`src/llbh_pkg.sv`:
```
// llbh_pkg: shared types, constants and codes for the least loaded bucket heap
// no dependencies; imported by every module under src
package llbh_pkg;

  localparam int NUM_BUCKETS = 16;
  localparam int LOAD_BITS   = 16;
  localparam int POS_W       = (NUM_BUCKETS > 1) ? $clog2(NUM_BUCKETS) : 1;
  localparam int ID_W        = 4;
  localparam int NEWLOAD_W   = 16;
  localparam int STATUS_W    = 2;

  localparam logic [LOAD_BITS-1:0] LOAD_MAX = {LOAD_BITS{1'b1}};

  typedef logic [POS_W-1:0]     pos_t;
  typedef logic [LOAD_BITS-1:0] load_t;

  typedef struct packed {
    pos_t  bucket;
    load_t load;
  } slot_t;

  typedef enum logic {
    FN_ASSIGN  = 1'b0,
    FN_RELEASE = 1'b1
  } func_t;

  typedef enum logic [STATUS_W-1:0] {
    ST_OK    = 2'd0,
    ST_EMPTY = 2'd1,
    ST_SAT   = 2'd2
  } status_t;

  typedef enum logic [1:0] {
    ALU_INC,
    ALU_DEC,
    ALU_LT
  } alu_op_t;

  typedef struct packed {
    load_t res;
    logic  lt;
    logic  is_max;
    logic  is_zero;
  } alu_out_t;

  // one read and one write per memory per cycle
  typedef struct packed {
    pos_t  h_raddr;
    logic  h_we;
    pos_t  h_waddr;
    slot_t h_wdata;
    pos_t  p_raddr;
    logic  p_we;
    pos_t  p_waddr;
    pos_t  p_wdata;
  } st_req_t;

  typedef struct packed {
    logic    vld;
    pos_t    bucket;
    load_t   load;
    status_t status;
  } result_t;

  typedef enum logic [3:0] {
    S_IDLE,
    S_ROOT,
    S_DN_CHK,
    S_DN_L,
    S_DN_R,
    S_DN_CMP,
    S_POS,
    S_ENT,
    S_UP_CHK,
    S_UP_CMP,
    S_DONE
  } state_t;

endpackage

```
`src/llbh_store.sv`:
```
// llbh_store: heap slot memory and bucket-to-position memory, registered reads
// depends on llbh_pkg; unwritten entries read as their reset contents
module llbh_store (
  input  logic             clk,
  input  logic             rst_n,
  input  llbh_pkg::st_req_t req,
  output llbh_pkg::slot_t  h_rdata,
  output llbh_pkg::pos_t   p_rdata
);
  import llbh_pkg::*;

  slot_t heap_mem [NUM_BUCKETS];
  pos_t  pos_mem  [NUM_BUCKETS];

  logic [NUM_BUCKETS-1:0] h_vld_r;
  logic [NUM_BUCKETS-1:0] p_vld_r;

  slot_t h_q_r;
  pos_t  p_q_r;
  pos_t  h_addr_r;
  pos_t  p_addr_r;
  logic  h_qv_r;
  logic  p_qv_r;

  always_ff @(posedge clk) begin
    if (req.h_we) begin
      heap_mem[req.h_waddr] <= req.h_wdata;
    end
    if (req.p_we) begin
      pos_mem[req.p_waddr] <= req.p_wdata;
    end
    h_q_r    <= heap_mem[req.h_raddr];
    p_q_r    <= pos_mem[req.p_raddr];
    h_addr_r <= req.h_raddr;
    p_addr_r <= req.p_raddr;
  end

  always_ff @(posedge clk) begin
    if (!rst_n) begin
      h_vld_r <= '0;
      p_vld_r <= '0;
      h_qv_r  <= 1'b0;
      p_qv_r  <= 1'b0;
    end else begin
      if (req.h_we) begin
        h_vld_r[req.h_waddr] <= 1'b1;
      end
      if (req.p_we) begin
        p_vld_r[req.p_waddr] <= 1'b1;
      end
      h_qv_r <= h_vld_r[req.h_raddr];
      p_qv_r <= p_vld_r[req.p_raddr];
    end
  end

  // entry i starts as bucket i with zero load, bucket i at position i
  always_comb begin
    if (h_qv_r) begin
      h_rdata = h_q_r;
    end else begin
      h_rdata.bucket = h_addr_r;
      h_rdata.load   = '0;
    end
    p_rdata = p_qv_r ? p_q_r : p_addr_r;
  end

endmodule

```
`src/llbh_alu.sv`:
```
// llbh_alu: shared load unit, increment, decrement and less-than compare
// depends on llbh_pkg
module llbh_alu (
  input  llbh_pkg::alu_op_t  op,
  input  llbh_pkg::load_t    a,
  input  llbh_pkg::load_t    b,
  output llbh_pkg::alu_out_t res
);
  import llbh_pkg::*;

  always_comb begin
    res.is_max  = (a == LOAD_MAX);
    res.is_zero = (a == '0);
    res.lt      = (a < b);
    unique case (op)
      ALU_INC: res.res = a + load_t'(1);
      ALU_DEC: res.res = a - load_t'(1);
      default: res.res = a;
    endcase
  end

endmodule

```
`src/llbh_ctrl.sv`:
```
// llbh_ctrl: sequencer for root assign with sift down and release with sift up
// depends on llbh_pkg and llbh_alu; drives the memory requests of llbh_store
module llbh_ctrl (
  input  logic                  clk,
  input  logic                  rst_n,
  input  logic                  start,
  input  logic                  func,
  input  logic [llbh_pkg::ID_W-1:0] bucket_id,
  input  logic                  res_take,
  input  llbh_pkg::slot_t       h_rdata,
  input  llbh_pkg::pos_t        p_rdata,
  output llbh_pkg::st_req_t     req,
  output logic                  busy,
  output llbh_pkg::result_t     result
);
  import llbh_pkg::*;

  localparam int CW = POS_W + 1;
  localparam logic [CW-1:0] NB_C = CW'(NUM_BUCKETS);

  state_t state_r, state_nxt;

  slot_t mov_r, mov_nxt;
  pos_t  pos_r, pos_nxt;
  slot_t child_r, child_nxt;
  pos_t  cidx_r, cidx_nxt;
  logic  [ID_W-1:0] id_r, id_nxt;
  result_t res_r, res_nxt;

  alu_op_t  alu_op;
  load_t    alu_a;
  load_t    alu_b;
  alu_out_t alu_q;

  logic [CW-1:0] left_w;
  logic          has_left;
  logic          has_right;
  pos_t          left_idx;
  pos_t          right_idx;
  pos_t          par_idx;
  logic          id_ok;
  logic          swap_dn;
  logic          swap_up;

  llbh_alu u_alu (
    .op  (alu_op),
    .a   (alu_a),
    .b   (alu_b),
    .res (alu_q)
  );

  assign left_w    = {pos_r, 1'b1};
  assign has_left  = (left_w < NB_C);
  assign has_right = (left_w < NB_C - CW'(1));
  assign left_idx  = left_w[POS_W-1:0];
  assign right_idx = left_idx + pos_t'(1);
  assign par_idx   = (pos_r - pos_t'(1)) >> 1;
  assign id_ok     = (32'(id_r) < NUM_BUCKETS);
  assign swap_dn   = alu_q.lt;
  assign swap_up   = alu_q.lt;

  // shared unit operand selection
  always_comb begin
    alu_op = ALU_LT;
    alu_a  = mov_r.load;
    alu_b  = h_rdata.load;
    unique case (state_r)
      S_ROOT: begin
        alu_op = ALU_INC;
        alu_a  = h_rdata.load;
      end
      S_ENT: begin
        alu_op = ALU_DEC;
        alu_a  = h_rdata.load;
      end
      S_DN_R: begin
        alu_a = child_r.load;
        alu_b = h_rdata.load;
      end
      S_DN_CMP: begin
        alu_a = child_r.load;
        alu_b = mov_r.load;
      end
      S_UP_CMP: begin
        alu_a = mov_r.load;
        alu_b = h_rdata.load;
      end
      default: begin
        alu_op = ALU_LT;
      end
    endcase
  end

  // next state
  always_comb begin
    state_nxt = state_r;
    unique case (state_r)
      S_IDLE: begin
        if (start) begin
          state_nxt = (func == FN_RELEASE) ? S_POS : S_ROOT;
        end
      end
      S_ROOT:   state_nxt = alu_q.is_max ? S_DONE : S_DN_CHK;
      S_DN_CHK: state_nxt = has_left ? S_DN_L : S_DONE;
      S_DN_L:   state_nxt = has_right ? S_DN_R : S_DN_CMP;
      S_DN_R:   state_nxt = S_DN_CMP;
      S_DN_CMP: state_nxt = swap_dn ? S_DN_CHK : S_DONE;
      S_POS:    state_nxt = id_ok ? S_ENT : S_DONE;
      S_ENT:    state_nxt = alu_q.is_zero ? S_DONE : S_UP_CHK;
      S_UP_CHK: state_nxt = (pos_r == '0) ? S_DONE : S_UP_CMP;
      S_UP_CMP: state_nxt = swap_up ? S_UP_CHK : S_DONE;
      S_DONE:   state_nxt = res_take ? S_IDLE : S_DONE;
      default:  state_nxt = S_IDLE;
    endcase
  end

  // memory requests
  always_comb begin
    req         = '0;
    req.h_wdata = mov_r;
    req.h_waddr = pos_r;
    req.p_waddr = mov_r.bucket;
    req.p_wdata = pos_r;
    unique case (state_r)
      S_IDLE: begin
        req.h_raddr = '0;
        req.p_raddr = pos_t'(bucket_id);
      end
      S_POS: begin
        req.h_raddr = p_rdata;
      end
      S_DN_CHK: begin
        req.h_raddr = left_idx;
        if (!has_left) begin
          req.h_we = 1'b1;
          req.p_we = 1'b1;
        end
      end
      S_DN_L: begin
        req.h_raddr = right_idx;
      end
      S_DN_CMP: begin
        req.h_we = 1'b1;
        req.p_we = 1'b1;
        if (swap_dn) begin
          req.h_wdata = child_r;
          req.p_waddr = child_r.bucket;
        end
      end
      S_UP_CHK: begin
        req.h_raddr = par_idx;
        if (pos_r == '0) begin
          req.h_we = 1'b1;
          req.p_we = 1'b1;
        end
      end
      S_UP_CMP: begin
        req.h_we = 1'b1;
        req.p_we = 1'b1;
        if (swap_up) begin
          req.h_wdata = h_rdata;
          req.p_waddr = h_rdata.bucket;
        end
      end
      default: begin
        req.h_we = 1'b0;
      end
    endcase
  end

  // datapath registers
  always_comb begin
    mov_nxt   = mov_r;
    pos_nxt   = pos_r;
    child_nxt = child_r;
    cidx_nxt  = cidx_r;
    id_nxt    = id_r;
    res_nxt   = res_r;
    unique case (state_r)
      S_IDLE: begin
        id_nxt  = bucket_id;
        res_nxt = '0;
      end
      S_ROOT: begin
        res_nxt.bucket = h_rdata.bucket;
        if (alu_q.is_max) begin
          res_nxt.load   = h_rdata.load;
          res_nxt.status = ST_SAT;
        end else begin
          res_nxt.load   = alu_q.res;
          res_nxt.status = ST_OK;
        end
        mov_nxt.bucket = h_rdata.bucket;
        mov_nxt.load   = alu_q.res;
        pos_nxt        = '0;
      end
      S_DN_L: begin
        child_nxt = h_rdata;
        cidx_nxt  = left_idx;
      end
      S_DN_R: begin
        // right child wins ties
        if (!alu_q.lt) begin
          child_nxt = h_rdata;
          cidx_nxt  = right_idx;
        end
      end
      S_DN_CMP: begin
        if (swap_dn) begin
          pos_nxt = cidx_r;
        end
      end
      S_POS: begin
        pos_nxt        = p_rdata;
        res_nxt.bucket = pos_t'(id_r);
        res_nxt.load   = '0;
        res_nxt.status = ST_EMPTY;
      end
      S_ENT: begin
        if (!alu_q.is_zero) begin
          res_nxt.load   = alu_q.res;
          res_nxt.status = ST_OK;
        end
        mov_nxt.bucket = pos_t'(id_r);
        mov_nxt.load   = alu_q.res;
      end
      S_UP_CMP: begin
        if (swap_up) begin
          pos_nxt = par_idx;
        end
      end
      default: begin
        mov_nxt = mov_r;
      end
    endcase
  end

  always_ff @(posedge clk) begin
    if (!rst_n) begin
      state_r <= S_IDLE;
    end else begin
      state_r <= state_nxt;
    end
  end

  always_ff @(posedge clk) begin
    mov_r   <= mov_nxt;
    pos_r   <= pos_nxt;
    child_r <= child_nxt;
    cidx_r  <= cidx_nxt;
    id_r    <= id_nxt;
    res_r   <= res_nxt;
  end

  assign busy = (state_r != S_IDLE);

  always_comb begin
    result     = res_r;
    result.vld = (state_r == S_DONE);
  end

endmodule

```
`src/least_loaded_bucket_heap.sv`:
```
// least_loaded_bucket_heap: top level, indexed min-heap of bucket loads
// depends on llbh_pkg, llbh_store and llbh_ctrl; holds the result register
//
//   channel  ports                                          direction
//   in       in_valid in_stall in_func in_bucket_id         to block
//   out      out_valid out_stall out_chosen_bucket
//            out_new_load out_status                         from block
//
// an assign reads and increments the root, then per level it sinks reads the left
// and, if present, the right child in turn, as the heap port has a single read; a
// release reads the bucket's position, then decrements its load and per level it
// rises reads the parent; a saturated assign or an empty release moves no entry
// reset is synchronous and active low; memories need no clearing pass
// a finished result frees the sequencer into the output register, else it waits
// in its last state with in_stall high while that register is full and stalled
module least_loaded_bucket_heap (
  input  logic                               clk,
  input  logic                               rst_n,
  input  logic                               in_valid,
  output logic                               in_stall,
  input  logic                               in_func,
  input  logic [llbh_pkg::ID_W-1:0]          in_bucket_id,
  output logic                               out_valid,
  input  logic                               out_stall,
  output logic [llbh_pkg::ID_W-1:0]          out_chosen_bucket,
  output logic [llbh_pkg::NEWLOAD_W-1:0]     out_new_load,
  output logic [llbh_pkg::STATUS_W-1:0]      out_status
);
  import llbh_pkg::*;

  st_req_t req;
  slot_t   h_rdata;
  pos_t    p_rdata;
  logic    busy;
  result_t result;
  logic    start;
  logic    res_take;

  logic                 out_valid_r;
  logic [ID_W-1:0]      out_bucket_r;
  logic [NEWLOAD_W-1:0] out_load_r;
  logic [STATUS_W-1:0]  out_status_r;

  assign in_stall = busy;
  assign start    = in_valid && !busy;
  assign res_take = result.vld && (!out_valid_r || !out_stall);

  llbh_store u_store (
    .clk     (clk),
    .rst_n   (rst_n),
    .req     (req),
    .h_rdata (h_rdata),
    .p_rdata (p_rdata)
  );

  llbh_ctrl u_ctrl (
    .clk       (clk),
    .rst_n     (rst_n),
    .start     (start),
    .func      (in_func),
    .bucket_id (in_bucket_id),
    .res_take  (res_take),
    .h_rdata   (h_rdata),
    .p_rdata   (p_rdata),
    .req       (req),
    .busy      (busy),
    .result    (result)
  );

  always_ff @(posedge clk) begin
    if (!rst_n) begin
      out_valid_r <= 1'b0;
    end else if (res_take) begin
      out_valid_r <= 1'b1;
    end else if (!out_stall) begin
      out_valid_r <= 1'b0;
    end
  end

  always_ff @(posedge clk) begin
    if (res_take) begin
      out_bucket_r <= ID_W'(result.bucket);
      out_load_r   <= NEWLOAD_W'(result.load);
      out_status_r <= result.status;
    end
  end

  assign out_valid         = out_valid_r;
  assign out_chosen_bucket = out_bucket_r;
  assign out_new_load      = out_load_r;
  assign out_status        = out_status_r;

endmodule

```
`config.mk`:
```
export PLATFORM = sky130hd
export DESIGN_NAME = least_loaded_bucket_heap
export DESIGN_NICKNAME = d
export VERILOG_FILES = /design/src/llbh_pkg.sv /design/src/llbh_store.sv /design/src/llbh_alu.sv /design/src/llbh_ctrl.sv /design/src/least_loaded_bucket_heap.sv
export SDC_FILE = /design/constraint.sdc
export NUM_CORES = 1
export LEC_CHECK = 0
export BUFFER_PORTS_ARGS = -buffer_cell sky130_fd_sc_hd__buf_2
export CAP_MARGIN = 10
export CORE_MARGIN = 5
export CORE_UTILIZATION = 51
export CTS_CLUSTER_DIAMETER = 150
export CTS_CLUSTER_SIZE = 40
export DETAILED_ROUTE_END_ITERATION = 8
export HOLD_SLACK_MARGIN = 0.08
export PLACE_DENSITY = 0.69
export SYNTH_ARGS = -nofsm -noshare
export SYNTH_HDL_FRONTEND = slang
export SYNTH_HIERARCHICAL = 1
export SYNTH_SLANG_ARGS = --single-unit
```
`constraint.sdc`:
```
create_clock -name clk -period 4.3 [get_ports clk]
set_input_delay 0.645 -clock clk [delete_from_list [all_inputs] [get_ports clk]]
set_output_delay 0.645 -clock clk [all_outputs]
set_load 0.005 [all_outputs]
```
### Word-level counts from Yosys, hierarchy flattened

Memory sizes are Yosys's and may differ from the RTL's. A register that Yosys moved wholly into a read port is not among the register bits.
Cells that the tools add are included.
Widths: inputs -> output; s select.

| storage, ports and cells | value |
|---|---|
| bits in registers | 143 |
| bits of input ports | 9 |
| output and inout port bits | 24 |
| logic and storage cells | 132 |
| memory bits (writable) | 384 |
| memories kept | 2 |

Memory list:

| name | depth | width | read ports | clocked after memory_dff | wr ports | line | source |
|---|---|---|---|---|---|---|---|
| u_store.heap_mem | 16 | 20 | 1 | 1 | 1 | llbh_store.sv:12 | `slot_t heap_mem [NUM_BUCKETS];` |
| u_store.pos_mem | 16 | 4 | 1 | 1 | 1 | llbh_store.sv:13 | `pos_t pos_mem [NUM_BUCKETS];` |

| cells by class | value |
|---|---|
| bitwise operators | 2 |
| $lt $le $gt $ge | 9 |
| muxes and demuxes | 52 |
| add/sub/neg operators | 4 |
| reductions and logical operators | 24 |
| eq/ne operators | 18 |

Operators with widths:

| operator | count |
|---|---|
| $pmux 20 s2 | 3 |
| $mux 20 | 4 |
| $pmux 18 s4 | 1 |
| $pmux 16 s2 | 2 |
| $mux 4 | 12 |
| $pmux 4 s11 | 1 |
| $mux 18 | 2 |
| $or 16x16->16 | 2 |
| $pmux 4 s4 | 2 |
| $lt 4x5->1 const B | 4 |
| $add 16x1->16 const B | 1 |
| $eq 16x16->1 const B | 1 |
| $eq 4x3->1 const B | 4 |
| $logic_not 16->1 | 1 |
| $lt 16x16->1 | 1 |
| $mux 16 | 1 |
| $pmux 4 s2 | 2 |
| $sub 16x1->16 const B | 1 |
| $eq 4x4->1 const B | 3 |
| $pmux 4 s3 | 1 |
| $reduce_bool 4->1 | 3 |
| $mux 1 | 11 |
| $bmux 1 s4 | 2 |
| $demux 1 s4 | 2 |
| 24 further kinds | 42 |

### Logic depth before layout (Yosys ltp)

Gate-level depths: netlist of run 1.

| depth | value |
|---|---|
| word-level depth | 11 |
| mapped depth | 19 |
| mapped depth without buffers | 15 |

### Hierarchy

Netlist of run 1, hierarchy kept.

Modules (own cells, without submodules):

| module | area an instance (um^2) | cells each | instances | sequential area each (um^2) |
|---|---|---|---|---|
| llbh_store | 16,639.7 | 800 | 1 | 12,852.3 |
| llbh_ctrl | 4,244.1 | 360 | 1 | 2,302.2 |
| llbh_alu | 1,221.2 | 187 | 1 | 0.0 |
| least_loaded_bucket_heap | 705.7 | 27 | 1 | 680.7 |

### Worst setup path before layout of run 1

OpenSTA, ideal clock, no wires.

| timing path | value |
|---|---|
| path type | register to register |
| from | register u_ctrl.pos_r[0] |
| to | memory u_store/heap_mem[0][0] (netlist bit), enable pin |
| arrival time | 3.941 ns |
| cell stages (with the launch flop) | 10 |
| data required time | 3.875 ns |
| setup slack | -0.065 ns |
| buffers on the path | 1 |
| library setup time | 0.425 ns |
| period minus slack after synthesis | 4.365 ns |
| cell sequence | edfxtp_1 -> inv_1 -> ha_1 -> or3b_2 -> a21oi_1 -> a22oi_1 -> o22ai_1 -> buf_4 -> or3b_2 -> nor3_1 |

RTL lines:

| element | line | source |
|---|---|---|
| start: declaration | llbh_ctrl.sv:24 | `pos_t pos_r, pos_nxt;` |
| start signal: assignment | llbh_ctrl.sv:248 | `pos_r <= pos_nxt;` |
| end: declaration | llbh_store.sv:12 |  |

==> results.toml, run 1 <==
[status]
status = "completed"

[power]
ir_worst_vdd_mv = 0.357
leakage_uw = 0.00796
p_sw_frac = 0.343
p_seq_frac = 0.464
p_per_area_mw_per_mm2 = 612
p_int_uw = 9930
p_sw_uw = 5180
pwr-share-clk = 0.149
pwr-share-comb = 0.387

[final_layout]
fin_area_sq_mm = 0.0247
fin_util = 0.558
nNetsFinal = 1466
diodes = 0
final_cell_count_no_fill = 2042
drive_above_1_share = 0.236
fill_cells = 3365
areaGrowthSynthToFinish_pct = 8.19

[timing]
clock_skew_ns = 0.0309
setup_viol = 0
rsz0062_at_grt = "yes"
drv_slew = 0
hold_viol_final = 0
worst_slack_ns = 0.360
period_share = 0.916
finalCriticalPeriod_ns = 3.94
max_slew_margin = 0.330
max_freq_mhz = 254
tightest_slew_ns = 1.01
fin_hold_ws_ns = 0.270

[synth]
synthesis.nets = 1401
yosysMostFrequentCell = "edfxtp_1"
avgSynthCellArea_sq_um = 16.6
synth.top_cell.area_share = 0.632
syn-cell-area_sq_mm = 0.0228
synth_edf_count = 480
synth.area.top_cells = "edfxtp_1 (63%), mux4_2 (9.9%), dfxtp_1 (6.2%)"
ys_warn_count = 6
synth_commonest_cells = "edfxtp_1 (480), mux4_2 (100), a22oi_1 (93)"
synth_cells = 1374
synth_flop_cell = "edfxtp_1"
synth-async-reset-ratio = 0
ys_seq_area_frac = 0.694
yosys.area.top_type = "edfxtp_1"
synth_cell_types = 66
yosys_register_bits = 551

[critical_path]
start_kind = "register"
crit_path_start = "u_ctrl/state_r[1]"
worst_ep_required_time_ns = 4.53
worstPathMaxFanout = 21
end_kind = "register"
r2r-start = "u_ctrl/state_r[1]"
arrival_ns = 4.17
path_class = "reg -> reg"

[cts]
hold_buffers = 0
clkTransAtPathRegs_ns = 0.15
clk_latency_ns = 0.58
root_buffer = "clkbuf_16"
clock_path_buffers = 3
htree_num_levels = 1
cts_num_sinks = 551
numCtsBuffers = 17
cts_tree = "yes"

[floorplanning]
initial_core_util = 0.516
die_w_um = 221
core_area_sq_mm = 0.0442
pin_count = 33
die-area_sq_mm = 0.0491
rows = 77
die_h_um = 221

[drt]
drt-pass1-iter-count = 5
totalWireLength_um = 48900
post_drt_wl_per_cell_um = 24.0
drtIter0Drc = 1309
routed_via_density = 6.09
drc_errors = 0
ant_nets = 0
num_vias = 12400

[global_route]
grt_pass1_wl_um = 75400
grtUsageTotal = 0.196
antenna_found_initial = 0
grt_max_degree = 72
overflow = 0
grt_pass1_vias = 12100

[placement]
io_buffers = 32
hpwl_um = 30300
pre_cts_ws_ns = 0.0772
dp.cells = 2010
gp_congestion = 0.867
dpl_cell_area_sq_mm = 0.0241

[worst_hold_path]
hold_path_class = "in -> reg"
min_from = "in_bucket_id[2]"

[run]
cap_violations = 0
[path summary, 6_finish.rpt]
kind / slack, ns / to / cells past startpoint
worst min-delay path: 0.27 / u_ctrl/id_r[2] / 1
worst max register to register: 0.36 / u_store/pos_mem[15][3] / 15
worst max-delay path: 0.36 / u_store/pos_mem[15][3] / 15
worst min register to register: 0.43 / out_new_load[15] / 0
[power by group through the flow]
| stage | registers [uW] | clock network, uW | logic [uW] |
|---|---|---|---|
| 2_1_floorplan | 7050 | 0 | 4100 |
| 3_3_place_gp | 7110 | 0 | 5670 |
| 3_5_place_dp | 7120 | 0 | 5750 |
| 4_1_cts | 7010 | 2320 | 5770 |
| 5_1_grt | 7060 | 2500 | 6350 |
| 6_report | 7010 | 2260 | 5840 |
[registers in the layout, indices dropped and copies added (netlist names)]
name	count
out_chosen_bucket	4
u_store/h_qv_r	1
u_store/p_vld_r	16
u_store/pos_mem	64
u_ctrl/result	22
u_store/p_addr_r	4
u_store/h_addr_r	4
u_store/heap_mem	320
u_ctrl/child_r	20
u_store/h_q_r	20
out_status	2
u_ctrl/state_r	4
u_ctrl/mov_r	20
u_store/h_vld_r	16
u_store/p_qv_r	1
u_ctrl/id_r	4
out_valid	1
u_ctrl/cidx_r	4
out_new_load	16
u_ctrl/pos_r	4
u_store/p_q_r	4
[layer usage]
metal,track usage,wire length [um],up-vias
met5,0,0,-
met4,0.0308,540,0
met3,0.0301,3700,45
met2,0.306,23000,468
met1,0.303,21700,6393
li1,-,-,5531
[final cells by class]
| type | instances | area (sq um) | share of cell area |
|---|---|---|---|
| inverters | 26 | 97.6 | 0.00395 |
| repair buffers | 138 | 981 | 0.0397 |
| flip-flops and latches | 551 | 15800 | 0.642 |
| multi-input cells | 705 | 6540 | 0.265 |
| clock buffers | 28 | 467 | 0.0189 |
| well taps | 592 | 741 | 0.0300 |
| clock inverters | 2 | 20.0 | 0.000811 |
[through the flow]
| stage | power, uW | TNS (ns) |
|---|---|---|
| after floorplan | 11100 | 0 |
| final | 15100 | 0 |
| after CTS | 15100 | 0 |
| after global placement | 12800 | 0 |
| after detailed placement | 12900 | 0 |
| after global routing | 15900 | -0.101 |
[logic make-up after synthesis]
| kind of cell | after synthesis | synth area share |
|---|---|---|
| mux | 147 | 0.121 |
| xor+xnor | 23 | 0.00883 |
| compound gates | 236 | 0.0771 |
| buf+inv | 118 | 0.0267 |
| fa+ha+maj | 18 | 0.00987 |
| flops | 551 | 0.694 |
| simple gates | 281 | 0.0623 |
[placed cells by master, fill, tap and decap left out, types with 26 or more instances in the layout]
master	count
o21a_1	32
mux4_2	100
mux2_2	30
inv_1	26
buf_4	104
nand2_1	89
nor2_1	38
buf_2	32
dfxtp_1	70
a22oi_1	93
edfxtp_1	480
[repair_timing]
item | CTS | global route
gates resized for setup | 0 | 15
buffers inserted | 0 | 1
setup endpoints to repair | 0 | 158
[critical path, stage by stage, from the launching register on]
cell and delay [ns]:
dfxtp_1 0.39, buf_4 0.28, nor3b_4 0.08, a31oi_2 0.26, buf_4 0.24, nand2_1 0.07, nand2_1 0.09, ha_1 0.24
a21o_1 0.20, a211oi_1 0.23, o21ai_0 0.14, a21oi_2 0.22, inv_1 0.18, o2bb2ai_1 0.34, nand2_1 0.22, nor2_1 0.42
Power figures use the tool's default switching activity.
==> run 2, diff against run 1 <==
- clock period: 4.3 -> 3.3 ns (I/O delays scaled with it)
==> run 2 against run 1 <==
The run now ends with setup timing left. Routed wire length grew 9.1%. Clock power grew 32%. Hold slack lost 0.12 ns. Highest routed layer unchanged.
==> results.toml, run 2 (synthesized netlist as in run 1, its figures left out) <==
[final_layout]
drive_above_1_share = 0.357
largest_register_ffs = 320
layout_common_cells = "edfxtp_1 (480), buf_4 (151), mux4_2 (100)"
areaGrowthSynthToFinish_pct = 18.6
regMostFlops = "u_store/heap_mem"
final_cell_count_no_fill = 2166
diodes = 0
final_common_cell = "edfxtp_1"
nNetsFinal = 1592

[run]
cap_violations = 0

[critical_path]
r2r-start = "u_ctrl/state_r[2]"
end_kind = "register"
worstPathMaxFanout = 6
cp_slowest_cell = "or3b_4"
crit_cells = 17
slowest_delay_ns = 0.44
worst_ep_required_time_ns = 3.58
path_delay_family = "simple AND/OR/NAND/NOR gates"
crit_end = "u_store/pos_mem[3][0]"
arrival_ns = 3.95
path_common_cell = "nand2_1"
start_kind = "register"
critPathBufInv = 3
path_class = "reg -> reg"
r2r_cells = 17
r2r-end = "u_store/pos_mem[3][0]"
reg2reg_slack_ns = -0.37
critical_path.cell_chain = "buf_6 -> nand2b_4 -> a31oi_4 -> buf_12 -> nand2_1 -> nand2_2 -> ha_2 -> nand2_1 -> nand2_1 -> a211oi_2 -> o21ai_2 -> a21oi_4 -> o21ai_4 -> o2bb2ai_4 -> or3b_4 -> buf_12 -> nor2_4"
crit_path_start = "u_ctrl/state_r[2]"

[cts]
root_buffer = "clkbuf_16"
clock_path_buffers = 3
hold_buffers = 0
numCtsBuffers = 17
clk_latency_ns = 0.58
cts_num_sinks = 551
clkTransAtPathRegs_ns = 0.16
cts_tree = "yes"
htree_num_levels = 1

[timing]
period_share = 1.11
setup_viol = 368
max_freq_mhz = 272
rsz0062_at_grt = "yes"
tightest_slew_ns = 0.785
max_slew_margin = 0.473
finalCriticalPeriod_ns = 3.67
worst_slack_ns = -0.372
drv_slew = 0
hold_viol_final = 0
clock_skew_ns = 0.0294

[power]
p_int_uw = 14700
pwr-share-clk = 0.132
p_sw_uw = 7850
finalPower_uw = 22500
leakage_uw = 0.00895
ir_worst_vdd_mv = 0.590
pwr-share-comb = 0.461
p_per_area_mw_per_mm2 = 832
p_sw_frac = 0.348
p_seq_frac = 0.406

[drt]
drt-pass1-iter-count = 5
ant_nets = 0
routed_via_density = 6.08
drtIter0Drc = 1546
num_vias = 13200
totalWireLength_um = 53400
drc_errors = 0
post_drt_wl_per_cell_um = 24.6

[floorplanning]
pin_count = 33
rows = 77
die_w_um = 221
initial_core_util = 0.516
die_h_um = 221
die-area_sq_mm = 0.0491
core_area_sq_mm = 0.0442

[global_route]
grt_pass1_wl_um = 79900
grt_max_degree = 42
grtUsageTotal = 0.209
overflow = 0
antenna_found_initial = 0
grt_pass1_vias = 13000

[placement]
hpwl_um = 32600
dp.cells = 2094
gp_congestion = 0.919
io_buffers = 32

[worst_hold_path]
hold_path_class = "in -> reg"

[status]
status = "complete, but fails checks"
violations = "setup timing"
run 2: worst min-delay path by stage:
stage | end | depth (start not counted) | start
after floorplan | out_chosen_bucket[0] | 0 | u_ctrl/result[18]
after global placement | out_chosen_bucket[3] | 0 | u_ctrl/result[21]
after detailed placement | out_new_load[12] | 0 | u_ctrl/result[14]
after CTS | u_ctrl/id_r[2] | 1 | in_bucket_id[2]
after global routing | u_ctrl/id_r[2] | 1 | in_bucket_id[2]
final | u_ctrl/id_r[2] | 1 | in_bucket_id[2]
run 2: what timing repair did:
item / 4_1_cts / 5_1_grt
resized for setup: 110 / 65
pin swaps: 32 / 31
setup buffers: 21 / 12
endpoints found under the setup margin: 405 / 428
gates cloned: 8 / 9
run 2: metrics by stage:
step | setup WS [ns] | hold slack [ns] | area [sq um] | TNS, ns | utilization
floorplan | -0.369 | 0.400 | 23200 | -25.77 | -
global placement | -0.360 | 0.401 | 25300 | -73.74 | 0.572
detailed placement | -0.465 | 0.405 | 25300 | -111.93 | 0.572
CTS | -0.284 | 0.134 | 26600 | -20.71 | 0.601
global route | -0.467 | 0.125 | 27100 | -77.78 | 0.612
finish | -0.372 | 0.147 | 27100 | -40.46 | 0.612
run 2: worst reg2reg max path, stage by stage (launching register included):
cell and delay [ns]:
dfxtp_4 0.39, buf_6 0.11, nand2b_4 0.17, a31oi_4 0.25, buf_12 0.16, nand2_1 0.06
nand2_2 0.10, ha_2 0.29, nand2_1 0.10, nand2_1 0.10, a211oi_2 0.22, o21ai_2 0.11
a21oi_4 0.22, o21ai_4 0.15, o2bb2ai_4 0.18, or3b_4 0.44, buf_12 0.15, nor2_4 0.16
run 2: metal layers:
layer	wire, um	GRT usage
met4	883	0.0338
met5	0	0
met2	25800	0.341
met1	23300	0.314
met3	3390	0.0260
run 2: layout make-up:
cell class / count / area (sq um)
clock inverters: 2 / 16.3
clock buffers: 26 / 480
well taps: 592 / 741
fillers: 3104 / 17200
multi-input cells: 706 / 7330
repair buffers: 263 / 2550
inverters: 26 / 105
flip-flops and latches: 551 / 15800
run 2: power by group through the flow:
stage	sequential [uW]	clock, uW	combinational [uW]
floorplan	9190	0	5640
global placement	9260	0	8330
detailed placement	9270	0	8440
CTS	9140	3050	9630
global route	9210	3290	11100
finish	9150	2980	10400
